### src/rtl/core/arre_pkg.sv
`timescale 1ns / 1ps
// Shared types and constants for the array range reverse engine.
// No dependencies; used by arre_mem, arre_ctrl and the top level.
package arre_pkg;

	localparam int IDX_W  = 10;
	localparam int DATA_W = 32;

	typedef enum logic [1:0] {
		REQ_WRITE   = 2'd0,
		REQ_REVERSE = 2'd1,
		REQ_READ    = 2'd2,
		REQ_NONE    = 2'd3
	} req_t;

	typedef enum logic [1:0] {
		ST_IDLE,
		ST_RD_WAIT,
		ST_SWAP_RD,
		ST_SWAP_WR
	} state_t;

	// Per-port enables of the dual-port element memory.
	typedef struct packed {
		logic en_a;
		logic we_a;
		logic en_b;
		logic we_b;
	} mem_cmd_t;

endpackage

### src/rtl/core/arre_ctrl.sv
`timescale 1ns / 1ps
// Request sequencer: decodes requests, runs the swap loop over the memory
// and holds the result register. Depends on arre_pkg.
module arre_ctrl #(
	parameter int DEPTH = 1024,
	parameter int AW    = 10
) (
	input  logic                               clk,
	input  logic                               arst_n,
	input  logic                               in_valid,
	output logic                               in_ready,
	input  logic [1:0]                         req_type,
	input  logic [arre_pkg::IDX_W-1:0]         first_index,
	input  logic [arre_pkg::IDX_W-1:0]         last_index,
	input  logic signed [arre_pkg::DATA_W-1:0] write_value,
	output logic                               out_valid,
	input  logic                               out_ready,
	output logic signed [arre_pkg::DATA_W-1:0] read_value,
	output arre_pkg::mem_cmd_t                 cmd,
	output logic [AW-1:0]                      addr_a,
	output logic [arre_pkg::DATA_W-1:0]        wdata_a,
	input  logic [arre_pkg::DATA_W-1:0]        rdata_a,
	output logic [AW-1:0]                      addr_b,
	output logic [arre_pkg::DATA_W-1:0]        wdata_b,
	input  logic [arre_pkg::DATA_W-1:0]        rdata_b
);

	// Compare width wide enough for both the index fields and DEPTH itself.
	localparam int CW = ((AW > arre_pkg::IDX_W) ? AW : arre_pkg::IDX_W) + 1;

	arre_pkg::state_t state_q, state_d;
	logic [AW-1:0] lo_q, hi_q;
	logic          zero_q;
	logic          out_valid_q;
	logic [arre_pkg::DATA_W-1:0] rv_q;

	logic [CW-1:0] first_ext, last_ext;
	logic          first_ok, last_ok, accept, load_range, load_read;
	logic [AW-1:0] lo_inc, hi_dec;

	assign first_ext = CW'(first_index);
	assign last_ext  = CW'(last_index);
	assign first_ok  = first_ext < CW'(DEPTH);
	assign last_ok   = last_ext < CW'(DEPTH);
	assign lo_inc    = lo_q + AW'(1);
	assign hi_dec    = hi_q - AW'(1);

	assign in_ready  = (state_q == arre_pkg::ST_IDLE) && (!out_valid_q || out_ready);
	assign accept    = in_valid && in_ready;
	assign out_valid = out_valid_q;
	assign read_value = rv_q;

	always_comb begin
		state_d    = state_q;
		cmd        = '0;
		addr_a     = lo_q;
		addr_b     = hi_q;
		wdata_a    = rdata_b;
		wdata_b    = rdata_a;
		load_range = 1'b0;
		load_read  = 1'b0;
		unique case (state_q)
			arre_pkg::ST_IDLE: begin
				addr_a  = first_ext[AW-1:0];
				wdata_a = write_value;
				if (accept) begin
					unique case (arre_pkg::req_t'(req_type))
						arre_pkg::REQ_WRITE: begin
							cmd.en_a = first_ok;
							cmd.we_a = first_ok;
						end
						arre_pkg::REQ_REVERSE: begin
							if (first_ok && last_ok && (first_ext < last_ext)) begin
								load_range = 1'b1;
								state_d    = arre_pkg::ST_SWAP_RD;
							end
						end
						arre_pkg::REQ_READ: begin
							cmd.en_a  = first_ok;
							load_read = 1'b1;
							state_d   = arre_pkg::ST_RD_WAIT;
						end
						default: begin
						end
					endcase
				end
			end
			arre_pkg::ST_RD_WAIT: begin
				state_d = arre_pkg::ST_IDLE;
			end
			arre_pkg::ST_SWAP_RD: begin
				cmd.en_a = 1'b1;
				cmd.en_b = 1'b1;
				state_d  = arre_pkg::ST_SWAP_WR;
			end
			arre_pkg::ST_SWAP_WR: begin
				cmd.en_a = 1'b1;
				cmd.we_a = 1'b1;
				cmd.en_b = 1'b1;
				cmd.we_b = 1'b1;
				state_d  = (lo_inc < hi_dec) ? arre_pkg::ST_SWAP_RD : arre_pkg::ST_IDLE;
			end
			default: begin
				state_d = arre_pkg::ST_IDLE;
			end
		endcase
	end

	always_ff @(posedge clk or negedge arst_n) begin
		if (!arst_n) begin
			state_q     <= arre_pkg::ST_IDLE;
			out_valid_q <= 1'b0;
		end else begin
			state_q <= state_d;
			if (state_q == arre_pkg::ST_RD_WAIT) begin
				out_valid_q <= 1'b1;
			end else if (out_ready) begin
				out_valid_q <= 1'b0;
			end
		end
	end

	always_ff @(posedge clk) begin
		if (load_range) begin
			lo_q <= first_ext[AW-1:0];
			hi_q <= last_ext[AW-1:0];
		end else if (state_q == arre_pkg::ST_SWAP_WR) begin
			lo_q <= lo_inc;
			hi_q <= hi_dec;
		end
		if (load_read) begin
			zero_q <= !first_ok;
		end
		if (state_q == arre_pkg::ST_RD_WAIT) begin
			rv_q <= zero_q ? '0 : rdata_a;
		end
	end

	// A swap read is always followed by its write-back.
	a_swap_pair: assert property (@(posedge clk) disable iff (!arst_n)
		state_q == arre_pkg::ST_SWAP_RD |=> state_q == arre_pkg::ST_SWAP_WR)
		else $error("swap read not followed by write-back");

	// Both ports never write the same entry in one cycle.
	a_no_collide: assert property (@(posedge clk) disable iff (!arst_n)
		cmd.we_a && cmd.we_b |-> addr_a != addr_b)
		else $error("dual write to one entry");

	// The swap pointers stay ordered while the loop runs.
	a_ptr_order: assert property (@(posedge clk) disable iff (!arst_n)
		state_q == arre_pkg::ST_SWAP_RD |-> lo_q < hi_q)
		else $error("swap pointers crossed");

	// A read always presents its beat on the cycle after the memory returns.
	a_read_out: assert property (@(posedge clk) disable iff (!arst_n)
		state_q == arre_pkg::ST_RD_WAIT |=> out_valid)
		else $error("read result not presented");

	// No request is taken while a read or a reverse is running.
	a_busy: assert property (@(posedge clk) disable iff (!arst_n)
		state_q != arre_pkg::ST_IDLE |-> !in_ready)
		else $error("request accepted while busy");

endmodule

### config.mk
export PLATFORM = sky130hd
export DESIGN_NAME = arre_ctrl
export DESIGN_NICKNAME = d
export VERILOG_FILES = /design/src/rtl/core/arre_pkg.sv /design/src/rtl/core/arre_ctrl.sv
export SDC_FILE = /design/constraint.sdc
export NUM_CORES = 1
export LEC_CHECK = 0
export BUFFER_PORTS_ARGS = -buffer_cell sky130_fd_sc_hd__buf_4
export CAP_MARGIN = 20
export CORE_MARGIN = 8
export CORE_UTILIZATION = 35
export CTS_CLUSTER_DIAMETER = 80
export DETAILED_ROUTE_END_ITERATION = 6
export PLACE_DENSITY = 0.7
export SLEW_MARGIN = 20
export SYNTH_ARGS = -nofsm -noshare
export SYNTH_HDL_FRONTEND = slang
export SYNTH_SLANG_ARGS = --single-unit
### constraint.sdc
create_clock -name clk -period 4.8 [get_ports clk]
set_input_delay 0.72 -clock clk [delete_from_list [all_inputs] [get_ports clk]]
set_output_delay 0.72 -clock clk [all_outputs]
set_load 0.05 [all_outputs]
==> Implementation_results.wiki <==
{| class="wikitable"
! Metric !! Value
|-
| Result of the run || finished clean
|-
| Register area share after synthesis || 0.460
|-
| Number of buffers added for setup after CTS || 0
|-
| Mapped Cells || 288
|-
| Maximum number of pins on one net before global-route repair || 35
|-
| Highest clock rate || 320 MHz
|-
| Fin. max-slew vios || 0
|-
| DR WL/cell || 19.3 µm
|-
| Clock transition at the register clock pins on the worst setup and hold paths after CTS || 0.10 ns
|-
| First element of the critical path || state_q[1]$_DFFE_PN0P_
|-
| First drt pass iteration count || 4
|-
| 1st-iter DRT viols || 174
|-
| Area grow syn2layout || 52.1%
|-
| Count of different cell masters after synthesis || 40
|-
| Unrepaired setup endpoints after global routing || no
|-
| Critical Path End || cmd[3]
|-
| Mean instance size in the synthesized netlist || 12.4 µm²
|-
| Post-synth EDFFs || 52
|-
| Asr flop ratio synth || 0.0545
|-
| Ant diodes || 0
|-
| Starting density of the core || 0.352
|-
| Clock sink total || 55
|-
| Post-CTS Hold Fix Bufs || 0
|-
| Worst EP required || 4.08 ns
|-
| Via count normalized by instance count || 4.73
|-
| Total negative setup slack || 0 ns
|-
| PwrDens || 624 mW/mm²
|-
| Number of nets at the end of the flow || 647
|-
| Final hold violation count || 0
|-
| Global-route wire length before repair || 17900 µm
|-
| Number of warnings issued by yosys || 0
|-
| R2r worst-path depth || 10
|-
| Placed Cells || 630
|-
| Share of layout cells above drive strength 1 || 0.612
|-
| Port bufs || 243
|-
| Floorplan die height || 117 µm
|-
| Floorplan row count || 37
|-
| Final wirelength || 12300 µm
|-
| Clock tree from TritonCTS || yes
|-
| Number of antenna-violating nets in the routed design || 0
|-
| Total leakage power || 2.58 nW
|-
| Vias in the first global route || 3451
|-
| Overall power || 3.37 mW
|-
| Initial antenna violation count || 0
|-
| Type of the most critical hold path || primary input to async pin
|-
| IR Drop Worst-Case VDD || 0.339 mV
|-
| Clock buffers created by TritonCTS || 5
|-
| Final cell count without fillers || 638
|-
| Register bit count reported by yosys || 55
|-
| Slack of the worst reg-to-reg path || 1.97 ns
|-
| Resized cells post-CTS || 0
|-
| Shortest period the worst path allows || 3.13 ns
|-
| Detailed Place HPWL || 10500 µm
|-
| Remaining DRCs || 0
|-
| Area of the mapped netlist || 0.00356 mm²
|-
| Worst skew pair latency || 0.30 ns
|-
| Ports placed on the boundary || 244
|-
| Maximum net fanout on the critical path || 33
|-
| Overall die width || 117 µm
|-
| Total number of vias || 3019
|-
| Level count of the clock H-tree || 2
|-
| WS Path Type || flop to primary output
|-
| Global Route Usage Sum || 0.171
|-
| Clock Root Buffer || sky130_fd_sc_hd__clkbuf_8
|-
| Count of max-cap constraint violations || 0
|-
| Net count after synthesis || 434
|-
| Measured slew at the worst slew-check pin || 0.996 ns
|-
| Die Area || 0.0136 mm²
|-
| Weighted congestion reported at the end of routability-driven placement || 0.825
|-
| Worst setup SP type || flop
|-
| Clock Path Buffers || 2
|-
| Launching point of the worst reg2reg path || addr_b[4]$_DFFE_PP_
|-
| Count of filler cells inserted in the layout || 905
|-
| Endpoint kind of the worst setup timing path || primary output
|-
| Final worst-path cycle share || 0.652
|-
| Most frequently used flop master after synthesis || sky130_fd_sc_hd__edfxtp_1
|-
| Reg2reg end || state_q[1]$_DFFE_PN0P_
|-
| Final count of negative-setup-slack endpoints || 0
|-
| Placeable core region || 0.0101 mm²
|-
| Residual overflow from global routing || 0
|-
| Arrival time of the worst setup path || 2.41 ns
|-
| Max-slew headroom at the worst pin || 0.336
|-
| Worst Clk Skew || 0.00774 ns
|}
## layout by cell type (no fill, tap or decap), drive strengths merged, types with 6 or more instances in the layout
| cell type | instances |
|---|---|
| xnor2 | 7 |
| xor2 | 9 |
| inv | 19 |
| nor2 | 6 |
| a21oi | 6 |
| nor3 | 9 |
| ha | 24 |
| edfxtp | 52 |
| mux2 | 52 |
| buf | 246 |
| nand2 | 8 |
| mux2i | 11 |
| nand3 | 10 |
## kinds of logic (layout without fill, tap and decap cells)
| family | count (synthesis) | in the layout | share of synthesized area |
|---|---|---|---|
| adders and majority gates | 24 | 24 | 0.0844 |
| buffers and inverters | 58 | 272 | 0.0974 |
| xor gates and xnor gates | 16 | 16 | 0.0394 |
| muxes | 63 | 63 | 0.205 |
| and+or+nand+nor | 51 | 51 | 0.0756 |
| DFF | 55 | 55 | 0.460 |
| AOI/OAI and AO/OA | 21 | 21 | 0.0380 |
## power by group
group | switching [mW] | internal [mW]
clock | 0.151 | 0.156
sequential | 0.0991 | 0.719
combinational | 1.48 | 0.769
## cell type report
cell class,instances,area (µm²),share of cell area
Clock buffer,5,68.8,0.0127
Multi-Input combinational cell,175,1580,0.291
Tap cell,136,170,0.0315
Sequential cell,55,1640,0.303
Timing Repair Buffer,246,1850,0.341
Clock inverter,3,42.5,0.00786
Inverter,18,67.6,0.0125
## per-stage QoR
| stage | cell area (µm²) | util | hold slack (ns) | worst slack, ns |
|---|---|---|---|---|
| global placement | 5300 | 0.525 | 0.518 | 1.73 |
| floorplan | 3560 | - | 0.424 | 1.82 |
| detailed placement | 5300 | 0.525 | 0.520 | 1.70 |
| finish | 5410 | 0.536 | 0.188 | 1.67 |
| CTS | 5410 | 0.536 | 0.176 | 1.62 |
| global route | 5410 | 0.536 | 0.166 | 1.49 |
## Yosys cell counts (3+ instances only)
master,number,area (µm²)
sky130_fd_sc_hd__nand4_1,3,18.8
sky130_fd_sc_hd__nand2b_1,5,31.3
sky130_fd_sc_hd__dfrtp_1,3,75.1
sky130_fd_sc_hd__nand2_1,8,30.0
sky130_fd_sc_hd__xor2_1,9,78.8
sky130_fd_sc_hd__nor2_1,6,22.5
sky130_fd_sc_hd__o21ai_0,5,25.0
sky130_fd_sc_hd__inv_1,18,67.6
sky130_fd_sc_hd__nand3_1,10,50.1
sky130_fd_sc_hd__mux2_2,42,473
sky130_fd_sc_hd__ha_1,24,300
sky130_fd_sc_hd__a21oi_1,6,30.0
sky130_fd_sc_hd__nor3_1,9,45.0
sky130_fd_sc_hd__xnor2_1,7,61.3
sky130_fd_sc_hd__buf_4,32,240
sky130_fd_sc_hd__buf_1,3,11.3
sky130_fd_sc_hd__edfxtp_1,52,1560
sky130_fd_sc_hd__mux2i_1,11,110
sky130_fd_sc_hd__clkbuf_1,3,11.3
sky130_fd_sc_hd__mux2_4,9,135
## worst max-delay path: stages (launching register included)
cell and delay, ns:
sky130_fd_sc_hd__dfrtp_1 0.42, sky130_fd_sc_hd__inv_1 0.11, sky130_fd_sc_hd__ha_2 0.48, sky130_fd_sc_hd__buf_4 0.46, sky130_fd_sc_hd__and2_1 0.23, sky130_fd_sc_hd__a31oi_1 0.09, sky130_fd_sc_hd__nor2_1 0.09, sky130_fd_sc_hd__buf_4 0.21
## per-layer routing
layer	share of wire	vias up	wire, µm	track usage
met5	0	-	0	0
met4	0.011	0	139	0.0495
met3	0.085	8	1050	0.0508
met2	0.53	150	6510	0.300
met1	0.38	1421	4630	0.198
li1	-	1440	-	-
## registers in the layout, indices dropped and copies added (netlist names)
| name | count |
|---|---|
| out_valid | 1 |
| read_value | 32 |
| addr_b | 10 |
| state_q | 2 |
| lo_q | 10 |
## how the worst min path moves through the flow
stage,depth (start not counted),startpoint,to,slack (ns)
2_1_floorplan,0,arst_n,out_valid$_DFFE_PN0P_,0.42
3_3_place_gp,1,arst_n,out_valid$_DFFE_PN0P_,0.52
3_5_place_dp,1,arst_n,out_valid$_DFFE_PN0P_,0.52
4_1_cts,1,arst_n,out_valid$_DFFE_PN0P_,0.18
5_1_grt,1,arst_n,out_valid$_DFFE_PN0P_,0.17
6_report,1,arst_n,out_valid$_DFFE_PN0P_,0.19
No activity file was read; power rests on OpenSTA's default activity.
